$ cat src/hw/rtl/pdwp_pkg.sv
`timescale 1ns / 1ps
// ============================================================================
// pdwp_pkg
// Shared types and constants of the peak decimating waveform plotter.
// ============================================================================
package pdwp_pkg;

    localparam int MaxChannels = 8;
    localparam int QueueDepth  = 2;

    localparam int SampleW   = 16;
    localparam int ChannelW  = 3;
    localparam int ColumnW   = 16;
    localparam int RowW      = 12;
    localparam int CfgIdxW   = 2;
    localparam int CfgDataW  = 16;

    localparam logic [3:0]  ChannelCountReset    = 4'd2;
    localparam logic [15:0] SamplesPerPointReset = 16'd64;
    localparam logic [11:0] PlotHeightReset      = 12'd450;
    localparam logic [11:0] FirstColumnReset     = 12'd10;

    typedef enum logic [CfgIdxW-1:0] {
        CfgChannelCount    = 2'd0,
        CfgSamplesPerPoint = 2'd1,
        CfgPlotHeight      = 2'd2,
        CfgFirstColumn     = 2'd3
    } cfg_index_t;

    typedef struct packed {
        logic [3:0]  channel_count;
        logic [15:0] samples_per_point;
        logic [11:0] plot_height;
        logic [11:0] first_column;
    } cfg_t;

    // One-cycle pulses after a write that reloads every channel's last point
    typedef struct packed {
        logic rows;
        logic cols;
    } reload_t;

endpackage

$ cat src/hw/rtl/pdwp_if.sv
`timescale 1ns / 1ps
// ============================================================================
// pdwp_if
// Stream interfaces: incoming audio samples and outgoing line segments.
// ============================================================================
interface pdwp_sample_if;
    logic                                   valid;
    logic                                   ready;
    logic signed [pdwp_pkg::SampleW-1:0]    sample;

    modport source (output valid, output sample, input ready);
    modport sink   (input valid, input sample, output ready);
endinterface

interface pdwp_point_if;
    logic                                   valid;
    logic                                   ready;
    logic [pdwp_pkg::ChannelW-1:0]          channel;
    logic signed [pdwp_pkg::SampleW-1:0]    peak_sample;
    logic [pdwp_pkg::ColumnW-1:0]           x_from;
    logic [pdwp_pkg::RowW-1:0]              y_from;
    logic [pdwp_pkg::ColumnW-1:0]           x_to;
    logic [pdwp_pkg::RowW-1:0]              y_to;

    modport source (output valid, output channel, output peak_sample, output x_from,
                    output y_from, output x_to, output y_to, input ready);
    modport sink   (input valid, input channel, input peak_sample, input x_from,
                    input y_from, input x_to, input y_to, output ready);
endinterface

$ cat src/hw/rtl/peak_decimating_waveform_plotter.sv
`timescale 1ns / 1ps
// ============================================================================
// peak_decimating_waveform_plotter
// Peak-magnitude decimator that turns interleaved audio into line segments.
// ============================================================================
//  channel   direction  beat                             handshake
//  samples   in         one signed 16-bit sample         valid / ready
//  points    out        channel, peak, from/to point     valid / ready
//  cfg       in         register index and data          cfg_wr_en, no wait
//
//  One sample is taken per cycle while the queue has room; the per-channel
//  window update in the back part reads and writes its state in the same cycle, which sets that rate.
//  A completed point passes from the queue through the s2, s3 and output registers to points.
//  Reset loads the register defaults and every channel's last point at once.
//  The two-entry queue and the pipeline registers let either side stall alone.
// ============================================================================
module peak_decimating_waveform_plotter #(
    parameter int MAX_CHANNELS = pdwp_pkg::MaxChannels
) (
    input  logic                            clk,
    input  logic                            rst_n,
    input  logic                            cfg_wr_en,
    input  logic [pdwp_pkg::CfgIdxW-1:0]    cfg_addr,
    input  logic [pdwp_pkg::CfgDataW-1:0]   cfg_wdata,
    pdwp_sample_if.sink                     samples,
    pdwp_point_if.source                    points
);

    localparam int ChW = (MAX_CHANNELS > 1) ? $clog2(MAX_CHANNELS) : 1;
    localparam int QW  = ChW + pdwp_pkg::SampleW;

    pdwp_pkg::cfg_t    cfg_reg;
    pdwp_pkg::reload_t reload_reg;

    logic          push_valid;
    logic [QW-1:0] push_data;
    logic          push_ready;
    logic          head_valid;
    logic [QW-1:0] head_data;
    logic          pop;

    always_ff @(posedge clk or negedge rst_n)
    begin
        if (!rst_n)
        begin
            cfg_reg.channel_count     <= pdwp_pkg::ChannelCountReset;
            cfg_reg.samples_per_point <= pdwp_pkg::SamplesPerPointReset;
            cfg_reg.plot_height       <= pdwp_pkg::PlotHeightReset;
            cfg_reg.first_column      <= pdwp_pkg::FirstColumnReset;
            reload_reg                <= '0;
        end
        else
        begin
            // Reload last points in the cycle after the write, from the updated register
            reload_reg.rows <= cfg_wr_en && (cfg_addr == pdwp_pkg::CfgPlotHeight);
            reload_reg.cols <= cfg_wr_en && (cfg_addr == pdwp_pkg::CfgFirstColumn);
            if (cfg_wr_en)
            begin
                case (cfg_addr)
                    pdwp_pkg::CfgChannelCount:    cfg_reg.channel_count     <= cfg_wdata[3:0];
                    pdwp_pkg::CfgSamplesPerPoint: cfg_reg.samples_per_point <= cfg_wdata;
                    pdwp_pkg::CfgPlotHeight:      cfg_reg.plot_height       <= cfg_wdata[11:0];
                    pdwp_pkg::CfgFirstColumn:     cfg_reg.first_column      <= cfg_wdata[11:0];
                    default:                      cfg_reg                   <= cfg_reg;
                endcase
            end
        end
    end

    pdwp_front #(
        .MAX_CHANNELS (MAX_CHANNELS)
    ) u_front (
        .clk        (clk),
        .rst_n      (rst_n),
        .cfg        (cfg_reg),
        .samples    (samples),
        .push_valid (push_valid),
        .push_data  (push_data),
        .push_ready (push_ready)
    );

    pdwp_queue #(
        .WIDTH (QW),
        .DEPTH (pdwp_pkg::QueueDepth)
    ) u_queue (
        .clk        (clk),
        .rst_n      (rst_n),
        .push_valid (push_valid),
        .push_data  (push_data),
        .push_ready (push_ready),
        .head_valid (head_valid),
        .head_data  (head_data),
        .pop        (pop)
    );

    pdwp_back #(
        .MAX_CHANNELS (MAX_CHANNELS)
    ) u_back (
        .clk        (clk),
        .rst_n      (rst_n),
        .cfg        (cfg_reg),
        .reload     (reload_reg),
        .head_valid (head_valid),
        .head_data  (head_data),
        .pop        (pop),
        .points     (points)
    );

endmodule

$ cat src/hw/rtl/pdwp_front.sv
`timescale 1ns / 1ps
// ============================================================================
// pdwp_front
// Accepts sample beats and tags each with its channel by a rotating counter.
// ============================================================================
module pdwp_front #(
    parameter int MAX_CHANNELS = pdwp_pkg::MaxChannels,
    localparam int ChW  = (MAX_CHANNELS > 1) ? $clog2(MAX_CHANNELS) : 1,
    localparam int CntW = $clog2(MAX_CHANNELS + 1)
) (
    input  logic                                clk,
    input  logic                                rst_n,
    input  pdwp_pkg::cfg_t                      cfg,
    pdwp_sample_if.sink                         samples,
    output logic                                push_valid,
    output logic [ChW+pdwp_pkg::SampleW-1:0]    push_data,
    input  logic                                push_ready
);

    logic [ChW-1:0]  cur_ch_reg;
    logic [ChW-1:0]  cur_ch_next;
    logic [ChW-1:0]  ch;
    logic [CntW-1:0] active;

    always_comb
    begin
        if (cfg.channel_count == 4'd0)
        begin
            active = CntW'(1);
        end
        else if (32'(cfg.channel_count) > 32'(MAX_CHANNELS))
        begin
            active = CntW'(MAX_CHANNELS);
        end
        else
        begin
            active = CntW'(cfg.channel_count);
        end

        // Fall back to channel 0 when the count was lowered under the counter
        ch = (32'(cur_ch_reg) >= 32'(active)) ? '0 : cur_ch_reg;
        cur_ch_next = (32'(ch) + 32'd1 >= 32'(active)) ? '0 : ch + ChW'(1);
    end

    assign samples.ready = push_ready;
    assign push_valid    = samples.valid;
    assign push_data     = {ch, samples.sample};

    always_ff @(posedge clk or negedge rst_n)
    begin
        if (!rst_n)
        begin
            cur_ch_reg <= '0;
        end
        else if (samples.valid && push_ready)
        begin
            cur_ch_reg <= cur_ch_next;
        end
    end

endmodule

$ cat src/hw/rtl/pdwp_queue.sv
`timescale 1ns / 1ps
// ============================================================================
// pdwp_queue
// Short first-in first-out queue between the front and the back part.
// ============================================================================
module pdwp_queue #(
    parameter int WIDTH = 16,
    parameter int DEPTH = pdwp_pkg::QueueDepth
) (
    input  logic             clk,
    input  logic             rst_n,
    input  logic             push_valid,
    input  logic [WIDTH-1:0] push_data,
    output logic             push_ready,
    output logic             head_valid,
    output logic [WIDTH-1:0] head_data,
    input  logic             pop
);

    localparam int PtrW = (DEPTH > 1) ? $clog2(DEPTH) : 1;
    localparam int CntW = $clog2(DEPTH + 1);

    logic [WIDTH-1:0] entry_reg [DEPTH];
    logic [PtrW-1:0]  wr_ptr_reg;
    logic [PtrW-1:0]  rd_ptr_reg;
    logic [CntW-1:0]  count_reg;
    logic             push;
    logic             do_pop;

    assign push_ready = (count_reg != CntW'(DEPTH));
    assign head_valid = (count_reg != '0);
    assign head_data  = entry_reg[rd_ptr_reg];
    assign push       = push_valid && push_ready;
    assign do_pop     = pop && head_valid;

    always_ff @(posedge clk or negedge rst_n)
    begin
        if (!rst_n)
        begin
            wr_ptr_reg <= '0;
            rd_ptr_reg <= '0;
            count_reg  <= '0;
        end
        else
        begin
            if (push)
            begin
                wr_ptr_reg <= (32'(wr_ptr_reg) == DEPTH - 1) ? '0 : wr_ptr_reg + PtrW'(1);
            end
            if (do_pop)
            begin
                rd_ptr_reg <= (32'(rd_ptr_reg) == DEPTH - 1) ? '0 : rd_ptr_reg + PtrW'(1);
            end
            if (push && !do_pop)
            begin
                count_reg <= count_reg + CntW'(1);
            end
            else if (do_pop && !push)
            begin
                count_reg <= count_reg - CntW'(1);
            end
        end
    end

    always_ff @(posedge clk)
    begin
        if (push)
        begin
            entry_reg[wr_ptr_reg] <= push_data;
        end
    end

endmodule

$ cat src/hw/rtl/pdwp_back.sv
`timescale 1ns / 1ps
// ============================================================================
// pdwp_back
// Window peak tracking per channel, row scaling and line segment output.
// ============================================================================
module pdwp_back #(
    parameter int MAX_CHANNELS = pdwp_pkg::MaxChannels,
    localparam int ChW = (MAX_CHANNELS > 1) ? $clog2(MAX_CHANNELS) : 1
) (
    input  logic                                clk,
    input  logic                                rst_n,
    input  pdwp_pkg::cfg_t                      cfg,
    input  pdwp_pkg::reload_t                   reload,
    input  logic                                head_valid,
    input  logic [ChW+pdwp_pkg::SampleW-1:0]    head_data,
    output logic                                pop,
    pdwp_point_if.source                        points
);

    // Per-channel window state
    logic [15:0]        win_cnt_reg  [MAX_CHANNELS];
    logic signed [15:0] win_peak_reg [MAX_CHANNELS];
    logic [15:0]        last_col_reg [MAX_CHANNELS];
    logic [11:0]        last_row_reg [MAX_CHANNELS];

    // Update step on the queue head
    logic [ChW-1:0]     head_ch;
    logic signed [15:0] head_sample;
    logic [15:0]        cur_cnt;
    logic signed [15:0] cur_peak;
    logic [16:0]        mag_new;
    logic [16:0]        mag_old;
    logic signed [15:0] upd_peak;
    logic [15:0]        upd_cnt;
    logic [15:0]        spp_eff;
    logic               done;

    // Pipeline registers
    logic               s2_valid_reg;
    logic [ChW-1:0]     s2_ch_reg;
    logic signed [15:0] s2_peak_reg;
    logic               s3_valid_reg;
    logic [ChW-1:0]     s3_ch_reg;
    logic signed [15:0] s3_peak_reg;
    logic signed [28:0] s3_prod_reg;
    logic               out_valid_reg;
    logic [2:0]         out_ch_reg;
    logic signed [15:0] out_peak_reg;
    logic [15:0]        out_x_from_reg;
    logic [11:0]        out_y_from_reg;
    logic [15:0]        out_x_to_reg;
    logic [11:0]        out_y_to_reg;

    logic               out_adv;
    logic               s3_ready;
    logic               s2_ready;

    // Scaling
    logic signed [12:0] height_s;
    logic signed [28:0] prod;
    logic               neg;
    logic [28:0]        abs_p;
    logic [11:0]        q0;
    logic [16:0]        r0;
    logic [11:0]        q;
    logic [11:0]        half;
    logic [11:0]        y_next;
    logic [15:0]        x_from;
    logic [15:0]        x_next;

    assign out_adv  = !out_valid_reg || points.ready;
    assign s3_ready = !s3_valid_reg || out_adv;
    assign s2_ready = !s2_valid_reg || s3_ready;
    assign pop      = head_valid && s2_ready;

    always_comb
    begin
        head_ch     = head_data[ChW+15:16];
        head_sample = head_data[15:0];
        cur_cnt     = win_cnt_reg[head_ch];
        cur_peak    = win_peak_reg[head_ch];
        // Magnitude of -32768 comes out as 32768
        mag_new = head_sample[15] ? 17'(-{head_sample[15], head_sample})
                                  : {1'b0, head_sample};
        mag_old = cur_peak[15] ? 17'(-{cur_peak[15], cur_peak})
                               : {1'b0, cur_peak};
        upd_peak = (cur_cnt == 16'd0 || mag_new > mag_old) ? head_sample : cur_peak;
        upd_cnt  = (cur_cnt != 16'hFFFF) ? cur_cnt + 16'd1 : cur_cnt;
        spp_eff  = (cfg.samples_per_point == 16'd0) ? 16'd1 : cfg.samples_per_point;
        done     = (upd_cnt >= spp_eff);
    end

    always_comb
    begin
        height_s = {1'b0, cfg.plot_height};
        prod     = 29'(s2_peak_reg) * 29'(height_s);

        // Divide |product| by 65535: a = 65536*q0 + lo, so a = 65535*q0 + (lo + q0)
        neg   = s3_prod_reg[28];
        abs_p = neg ? -s3_prod_reg : s3_prod_reg;
        q0    = abs_p[27:16];
        r0    = {1'b0, abs_p[15:0]} + {5'b0, q0};
        q     = (r0 >= 17'd65535) ? q0 + 12'd1 : q0;
        half  = {1'b0, cfg.plot_height[11:1]};
        y_next = neg ? half + q : half - q;

        x_from = last_col_reg[s3_ch_reg];
        x_next = (x_from == 16'hFFFF) ? 16'hFFFF : x_from + 16'd1;
    end

    always_ff @(posedge clk or negedge rst_n)
    begin
        if (!rst_n)
        begin
            for (int c = 0; c < MAX_CHANNELS; c++)
            begin
                win_cnt_reg[c]  <= '0;
                win_peak_reg[c] <= '0;
                last_col_reg[c] <= {4'b0, pdwp_pkg::FirstColumnReset};
                last_row_reg[c] <= {1'b0, pdwp_pkg::PlotHeightReset[11:1]};
            end
            s2_valid_reg  <= 1'b0;
            s3_valid_reg  <= 1'b0;
            out_valid_reg <= 1'b0;
        end
        else
        begin
            if (pop)
            begin
                // Restart the window once the point is complete
                win_cnt_reg[head_ch]  <= done ? 16'd0 : upd_cnt;
                win_peak_reg[head_ch] <= done ? 16'sd0 : upd_peak;
            end

            if (s2_ready)
            begin
                s2_valid_reg <= pop && done;
            end
            if (s3_ready)
            begin
                s3_valid_reg <= s2_valid_reg;
            end
            if (out_adv)
            begin
                out_valid_reg <= s3_valid_reg;
            end

            if (reload.rows || reload.cols)
            begin
                for (int c = 0; c < MAX_CHANNELS; c++)
                begin
                    if (reload.rows)
                    begin
                        last_row_reg[c] <= {1'b0, cfg.plot_height[11:1]};
                    end
                    if (reload.cols)
                    begin
                        last_col_reg[c] <= {4'b0, cfg.first_column};
                    end
                end
            end
            else if (out_adv && s3_valid_reg)
            begin
                last_col_reg[s3_ch_reg] <= x_next;
                last_row_reg[s3_ch_reg] <= y_next;
            end
        end
    end

    always_ff @(posedge clk)
    begin
        if (s2_ready)
        begin
            s2_ch_reg   <= head_ch;
            s2_peak_reg <= upd_peak;
        end
        if (s3_ready)
        begin
            s3_ch_reg   <= s2_ch_reg;
            s3_peak_reg <= s2_peak_reg;
            s3_prod_reg <= prod;
        end
        if (out_adv && s3_valid_reg)
        begin
            out_ch_reg     <= 3'(s3_ch_reg);
            out_peak_reg   <= s3_peak_reg;
            out_x_from_reg <= x_from;
            out_y_from_reg <= last_row_reg[s3_ch_reg];
            out_x_to_reg   <= x_next;
            out_y_to_reg   <= y_next;
        end
    end

    assign points.valid       = out_valid_reg;
    assign points.channel     = out_ch_reg;
    assign points.peak_sample = out_peak_reg;
    assign points.x_from      = out_x_from_reg;
    assign points.y_from      = out_y_from_reg;
    assign points.x_to        = out_x_to_reg;
    assign points.y_to        = out_y_to_reg;

endmodule
$ cat src/flat_wrapper.sv
// flat-port wrapper written by rule: the top's interface ports become plain ports
module peak_decimating_waveform_plotter_flat 
#(
    parameter int MAX_CHANNELS = pdwp_pkg::MaxChannels
)
  (clk, rst_n, cfg_wr_en, cfg_addr, cfg_wdata, samples_valid, samples_sample, samples_ready, points_valid, points_channel, points_peak_sample, points_x_from, points_y_from, points_x_to, points_y_to, points_ready);
  pdwp_sample_if samples_i ();
  pdwp_point_if points_i ();
  input  logic clk;
  input  logic rst_n;
  input  logic cfg_wr_en;
  input  logic [pdwp_pkg::CfgIdxW-1:0] cfg_addr;
  input  logic [pdwp_pkg::CfgDataW-1:0] cfg_wdata;
  input wire logic [$bits(samples_i.valid)-1:0] samples_valid;
  input wire logic [$bits(samples_i.sample)-1:0] samples_sample;
  output wire logic [$bits(samples_i.ready)-1:0] samples_ready;
  output wire logic [$bits(points_i.valid)-1:0] points_valid;
  output wire logic [$bits(points_i.channel)-1:0] points_channel;
  output wire logic [$bits(points_i.peak_sample)-1:0] points_peak_sample;
  output wire logic [$bits(points_i.x_from)-1:0] points_x_from;
  output wire logic [$bits(points_i.y_from)-1:0] points_y_from;
  output wire logic [$bits(points_i.x_to)-1:0] points_x_to;
  output wire logic [$bits(points_i.y_to)-1:0] points_y_to;
  input wire logic [$bits(points_i.ready)-1:0] points_ready;
  assign samples_i.valid = samples_valid;
  assign samples_i.sample = samples_sample;
  assign samples_ready = samples_i.ready;
  assign points_valid = points_i.valid;
  assign points_channel = points_i.channel;
  assign points_peak_sample = points_i.peak_sample;
  assign points_x_from = points_i.x_from;
  assign points_y_from = points_i.y_from;
  assign points_x_to = points_i.x_to;
  assign points_y_to = points_i.y_to;
  assign points_i.ready = points_ready;
  peak_decimating_waveform_plotter #(.MAX_CHANNELS(MAX_CHANNELS)) u_core (.clk(clk), .rst_n(rst_n), .cfg_wr_en(cfg_wr_en), .cfg_addr(cfg_addr), .cfg_wdata(cfg_wdata), .samples(samples_i), .points(points_i));
endmodule
$ cat config.mk
export PLATFORM = sky130hd
export DESIGN_NAME = peak_decimating_waveform_plotter_flat
export DESIGN_NICKNAME = d
export VERILOG_FILES = /design/src/hw/rtl/pdwp_pkg.sv /design/src/hw/rtl/pdwp_if.sv /design/src/hw/rtl/peak_decimating_waveform_plotter.sv /design/src/hw/rtl/pdwp_front.sv /design/src/hw/rtl/pdwp_queue.sv /design/src/hw/rtl/pdwp_back.sv /design/src/flat_wrapper.sv
export SDC_FILE = /design/constraint.sdc
export NUM_CORES = 2
export LEC_CHECK = 0
export BUFFER_PORTS_ARGS = -buffer_cell sky130_fd_sc_hd__buf_2
export CORE_MARGIN = 2
export CORE_UTILIZATION = 35
export CTS_CLUSTER_DIAMETER = 50
export CTS_CLUSTER_SIZE = 24
export DETAILED_ROUTE_END_ITERATION = 10
export GPL_TIMING_DRIVEN = 0
export SLEW_MARGIN = 20
export SYNTH_ARGS = -nofsm -noshare
export SYNTH_HDL_FRONTEND = slang
export SYNTH_HIERARCHICAL = 1
export SYNTH_SLANG_ARGS = --single-unit
export TNS_END_PERCENT = 50
$ cat constraint.sdc
create_clock -name clk -period 17.9 [get_ports clk]
set_input_delay 1.79 -clock clk [delete_from_list [all_inputs] [get_ports clk]]
set_output_delay 1.79 -clock clk [all_outputs]
set_load 0.05 [all_outputs]
Word-level counts from Yosys, hierarchy flattened
Memories as Yosys holds them, arrays and structs flattened. Index checks and enable logic that the tools add are counted.

Register bits after elaboration: 678. Bits in writable memories: 38. Output and inout bits: 77. Memories: 1.

Add/sub/neg operators: 15. $mul: 1. Order comparisons: 10. Eq/ne operators: 8. Muxes and demuxes: 49. Bitwise operators: 2. Reduce and logical (&&, ||, !) cells: 34.

Memory list: u_core.u_queue.entry_reg (words 2, bits a word 19, rd ports 1, clocked after Yosys merged registers in 0, wr ports 1, RTL line pdwp_queue.sv:23) `logic [WIDTH-1:0] entry_reg [DEPTH];`.

Operators by type and width (number): bitwise mux 128 bit (3); 2-to-1 mux 128 bit (2); 2-to-1 mux 16 bit (15); 2-to-1 mux 96 bit (2); binary-select mux 16 bit (select 3 bit) (3); bitwise mux 96 bit (1); demux 16 bit (select 3 bit) (2); 2-to-1 mux 12 bit (6); binary-select mux 12 bit (select 3 bit) (1); demux 12 bit (select 3 bit) (1); 2-to-1 mux 17 bit (2); negator 17 bit (2); adder 16 x 1 -> 16 bit, second input constant (2); zero test 16 bit (2); multiplier 16 x 13 -> 29 bit (1); 2-to-1 mux 28 bit (1); negator 28 bit (1); adder 16 x 12 -> 17 bit (1); greater-or-equal comparator 17 x 16 -> 1 bit, second input constant (1); greater-than comparator 17 bit (1); == test 16 bit, second input constant (1); greater-or-equal comparator 16 bit (1); != test 16 bit, second input constant (1); adder 11 x 12 -> 12 bit (1); 28 further kinds (65).

Logic depth before layout (Yosys ltp)
An unclocked memory read counts as a cell.

Depth in word-level cells: 12. Depth in mapped cells: 40. Gate-level depth less buffers: 40.

By module
Netlist, hierarchy kept.

By module, submodules not included: pdwp_back (times used 1, cells each 3696, area an instance 38131.6 um^2, sequential area each 16410.7 um^2); peak_decimating_waveform_plotter (times used 1, cells each 99, area an instance 1838.0 um^2, sequential area each 1161.1 um^2); pdwp_queue (times used 1, cells each 77, area an instance 1589.0 um^2, sequential area each 1241.2 um^2); pdwp_front (times used 1, cells each 58, area an instance 515.5 um^2, sequential area each 75.1 um^2).

Worst setup path before layout
Ideal clock, no wire load.

Path type: register to register. Start: register u_core.u_back.s3_prod_reg[7]. End: register u_core.u_back.out_y_to_reg[11] (netlist: u_core/u_back/points.y_to[11]), data pin. Setup time: 0.265 ns. Arrival: 8.304 ns. Slack: 9.331 ns. Cell stages (with the launch flop): 36. Buffers on the path: 0. Clock period less this slack: 8.569 ns. Cell sequence: edfxtp_1 -> nor4_4 -> nand2_2 -> or4_1 -> o21ai_1 -> xor2_1 -> inv_1 -> ha_1 -> a21oi_1 -> nor2b_1 -> a221oi_1 -> o2111ai_1 -> a2111oi_0 -> o2111ai_1 -> or4b_1 -> or4_4 -> nor3_4 -> nor2_1 -> a21oi_1 -> inv_1 -> ha_1 -> mux2_2 -> ha_1 -> a21o_1 -> a21oi_1 -> o21ai_0 -> a21o_1 -> a21o_1 -> a31o_2 -> a21o_1 -> a21oi_1 -> xnor2_1 -> and3_1 -> o211ai_1 -> o211ai_2 -> inv_1.

Word-level cells in the longest chain between the ends: 7. Elaborated cells on any way between the ends: 9. Classes of those cells: add/sub (5); order compare (1); mux (3).

Ends and longest elaborated chain: start, declared (RTL line pdwp_back.sv:45) `logic signed [28:0] s3_prod_reg;`; start signal, assigned (RTL line pdwp_back.sv:181) `s3_prod_reg <= prod;`; negator 28 bit (RTL line pdwp_back.sv:100) `abs_p = neg ? -s3_prod_reg : s3_prod_reg;`; 2-to-1 mux 28 bit * (RTL line pdwp_back.sv:100); adder 16 x 12 -> 17 bit (RTL line pdwp_back.sv:102) `r0 = {1'b0, abs_p[15:0]} + {5'b0, q0};`; greater-or-equal comparator 17 x 16 -> 1 bit (RTL line pdwp_back.sv:103) `q = (r0 >= 17'd65535) ? q0 + 12'd1 : q0;`; 2-to-1 mux 12 bit * (RTL line pdwp_back.sv:103); subtractor 11 x 12 -> 12 bit or adder 11 x 12 -> 12 bit (tied branches) (RTL line pdwp_back.sv:105) `y_next = neg ? half + q : half - q;`; 2-to-1 mux 12 bit * (RTL line pdwp_back.sv:105); via u_core.u_back.y_next[11] (RTL line pdwp_back.sv:67) `logic [11:0] y_next;`; end signal, assigned (RTL line pdwp_back.sv:190) `out_y_to_reg <= y_next;`; end, declared (RTL line pdwp_back.sv:52) `logic [11:0] out_y_to_reg;`.

Mark *: on every way through the listed nets, which the timed path passes. The rest lies on a longest branch. A chain may end at the register's enable or synchronous reset.

Final worst setup path
Start: register u_core.u_back.s3_prod_reg[28]. End: register u_core.u_back.out_y_to_reg[11] (netlist: u_core/u_back/points.y_to[11]), data pin.

Word-level cells in the longest chain between the ends: 6. Elaborated cells on any way between the ends: 8. Classes of those cells: add/sub (4); order compare (1); mux (3).

Ends and longest elaborated chain (RTL line): 2-to-1 mux 28 bit (pdwp_back.sv:100); adder 16 x 12 -> 17 bit (pdwp_back.sv:102); greater-or-equal comparator 17 x 16 -> 1 bit (pdwp_back.sv:103); 2-to-1 mux 12 bit (pdwp_back.sv:103); subtractor 11 x 12 -> 12 bit or adder 11 x 12 -> 12 bit (tied branches) (pdwp_back.sv:105); 2-to-1 mux 12 bit * (pdwp_back.sv:105); via u_core.u_back.y_next[11] (pdwp_back.sv:67).

Marks and branches as above.

==> impl_results.md <==
* First-pass GRT wire length at between 150 and 200 mm
* # IOs at roughly 120
* Critical Path Fanout Max at 10
* Post-CTS setup buffer count at 0
* Min-delay worst type: reg2reg
* Core Area at 119700 sq um
* FMAX at about 0.093 GHz
* Final HPWL DP at slightly above 90 mm
* Ys Warns at 6
* Post-synthesis sequential area ratio at 0.4489
* Maximum number of pins on one net before global-route repair at 88
* RSZ-0062 raised after global routing: false
* CTS H-tree depth at 3
* CP arrival at approximately 11 ns
* Row cnt at about 130
* FFs w/ async S/R, synth at 0.7486
* DR iter-0 viols at between 3000 and 4000
* Deepest clock path buffer count at 3
* Post-DR vias/cell at approximately 5.5
* Clock Pin Slew Worst Setup and Hold Paths at 0.07 ns
* Met1 GRT Util at 0.2799
* WL per Instance at 21.89 microns
* Largest family of logic cells by synthesized area: compound AO/OA/AOI/OAI gates
* Grt peak-use layer: met2
* Most common cell after layout, fill and taps aside: nand2_1
* Reg area at about 19000 sq um
* CTS buffer count at 80
* Final hold violation count at 0
* Port bufs at between 90 and 100
* Seq cells post-synth at ~720
* Post-synthesis compound-gate area fraction at 0.1509
* Area taken by multi-input logic gates at between 20000 and 25000 sq um
* Post-synthesis cell count at ~3900
* Filler cell count in the final layout at 11623
* Post-synth EDFFs at 180
* Final Cycle Share at 0.6003
* Slew HR at 0.2263
* Worst-Margin Slew at between 1 and 1.5 ns
* Fin. max-slew vios at 0
* Post-Synth Simple-Gate Area at 0.1162
* Post-synthesis xor/xnor area fraction at 0.03283
* Max-cap violation count at 0
* Crit Path Class: reg2reg
* Post-Syn Nets at between 4000 and 5000
* DRT Pass-1 Iters at 5
* Predominant post-synthesis flop cell: dfrtp_1
* CP Capture Type: flop
* Fin nets at between 4000 and 5000
* # setup viols final at 0
* Final WL at ~130 mm
* Clock sink count at between 700 and 800
* Die ar. at 123000 sq um
* Worst skew pair latency at between 0.6 and 0.7 ns
* Unique masters post-synth at 109
* CTS tree: done
* Syn Area/Cell at 10.71 sq um
* Layout cells sized above 1 at 0.1371
* Period minus WS final at between 10 and 15 ns
* Met2 Use GR at 0.3282
* Worst endpoint required time at about 18 ns
* Die Y at approximately 350 microns
* Ant diodes at 0
* Post-synthesis mux area share at 0.07411
* DRT antenna net count at 0
* Clk_skew at 0.03304 ns
* Initial core utilization at 0.3516
* Gr usage total at 0.2052
* Critical Path Slowest Stage Cell: o211ai_2
* Vias at about 32000
* Most frequent cells in the layout: nand2_1, dfrtp_1, o21ai_0
* Setup TNS Final at 0 ns
* Most common cell on crit path: clkbuf_1
* Vias in the first global route at approximately 32000
* RePlAce Congestion at 0.9168
* Worst path max stage delay at around 0.6 ns
* Startpoint Class: flop
* Post_cts resized at 0
* Met3 Usage GRT at 0.03818
* Residual DRC at 0
* Post-Synth Adder-Cell Area at 0.1282
* GRT overflow at 0
* Outcome: completed
* Antenna violations before repair at 5
* Synth Cell Area at between 40000 and 50000 sq um
* CTS root buf: clkbuf_16
* Post-CTS Hold Buffers at 0
* Layout area overhead at 13.13%
* Die X at 350.7 microns
critical path: cells and delay by family (launching register included):
| kind | cells | cell delay, ns |
|---|---|---|
| and+or+nand+nor | 7 | 2.17 |
| AOI/OAI and AO/OA | 16 | 3.82 |
| adders and majority gates | 3 | 0.99 |
| muxes | 1 | 0.28 |
| xor gates and xnor gates | 2 | 0.37 |
| buffers and inverters | 8 | 2.52 |
| DFF | 1 | 0.32 |
worst paths after layout:
path | from | slack, ns | depth (start not counted) | endpoint
worst max-delay path | u_core/u_back/s3_prod_reg[28] | 7.15 | 37 | u_core/u_back/points.y_to[11]
worst min register to register | u_core/u_back/s3_peak_reg[12] | 0.42 | 0 | u_core/u_back/points.peak_sample[12]
max in group asynchronous | rst_n | 14.20 | 7 | u_core/u_back/win_peak_reg[73]
worst min-delay path | u_core/u_back/s3_peak_reg[12] | 0.42 | 0 | u_core/u_back/points.peak_sample[12]
worst max register to register | u_core/u_back/s3_prod_reg[28] | 7.15 | 37 | u_core/u_back/points.y_to[11]
min in group asynchronous | rst_n | 1.11 | 1 | u_core/u_back/last_row_reg[69]
synthesized netlist by cell type, types with 25 or more instances:
| cell type | n | area share |
|---|---|---|
| a21o_1 | 31 | 0.0055 |
| a21oi_1 | 166 | 0.020 |
| a221o_1 | 54 | 0.013 |
| a22o_1 | 29 | 0.0060 |
| a22oi_1 | 80 | 0.014 |
| and2_1 | 144 | 0.021 |
| buf_1 | 25 | 0.0022 |
| clkbuf_1 | 175 | 0.016 |
| dfrtp_1 | 480 | 0.29 |
| dfstp_2 | 56 | 0.035 |
| edfxtp_1 | 180 | 0.13 |
| fa_1 | 180 | 0.086 |
| ha_1 | 143 | 0.043 |
| inv_1 | 278 | 0.025 |
| mux2_2 | 128 | 0.034 |
| mux2i_1 | 40 | 0.0095 |
| mux4_2 | 43 | 0.023 |
| nand2_1 | 514 | 0.046 |
| nand2b_1 | 27 | 0.0040 |
| nand3_1 | 52 | 0.0062 |
| nor2_1 | 138 | 0.012 |
| nor3_1 | 28 | 0.0033 |
| o21ai_0 | 333 | 0.040 |
| o22a_1 | 81 | 0.017 |
| xnor2_1 | 105 | 0.022 |
| xor2_1 | 48 | 0.010 |
cells by family (layout without fill, tap and decap cells):
family / Yosys count / in the layout
other: 2 / 2
XOR/XNOR: 155 / 155
adder cells (fa/ha/maj): 323 / 323
AND/OR/NAND/NOR: 1028 / 1028
flip-flops: 716 / 716
AO/OA/AOI/OAI: 960 / 960
buffers and inverters: 514 / 771
multiplexers: 232 / 232
per-stage QoR:
stage	instances	util	cell area, sq um	worst slack (ns)	hold WS, ns
4_1_cts	5799	0.3978	47600	7.107	0.4145
3_5_place_dp	5650	0.3748	44840	7.130	0.4045
5_1_grt	5799	0.3978	47600	6.356	0.4299
3_3_place_gp	5641	0.3726	44590	3.486	0.4047
6_report	5799	0.3978	47600	7.155	0.4193
2_1_floorplan	3930	-	42070	9.331	0.4003
metal layers:
layer | wire length (microns) | part of all wire
met3 | 9728 | 0.077
met4 | 4320 | 0.034
met2 | 58280 | 0.46
met1 | 54620 | 0.43
met5 | 0 | 0
layout make-up:
class                           instances  share of cell area
Buffer                                233             0.02090
Clock buffer                           89             0.04324
Clock inverter                         60             0.01464
Inverter                              281             0.02216
Multi-Input combinational cell       2700              0.4447
Sequential cell                       716              0.3968
Tap cell                             1612             0.04237
Timing Repair Buffer                  108             0.01517
Power is left out: the tool's default activity adds up to more than one toggle a clock period on the data nets, which glitch-free logic cannot reach.
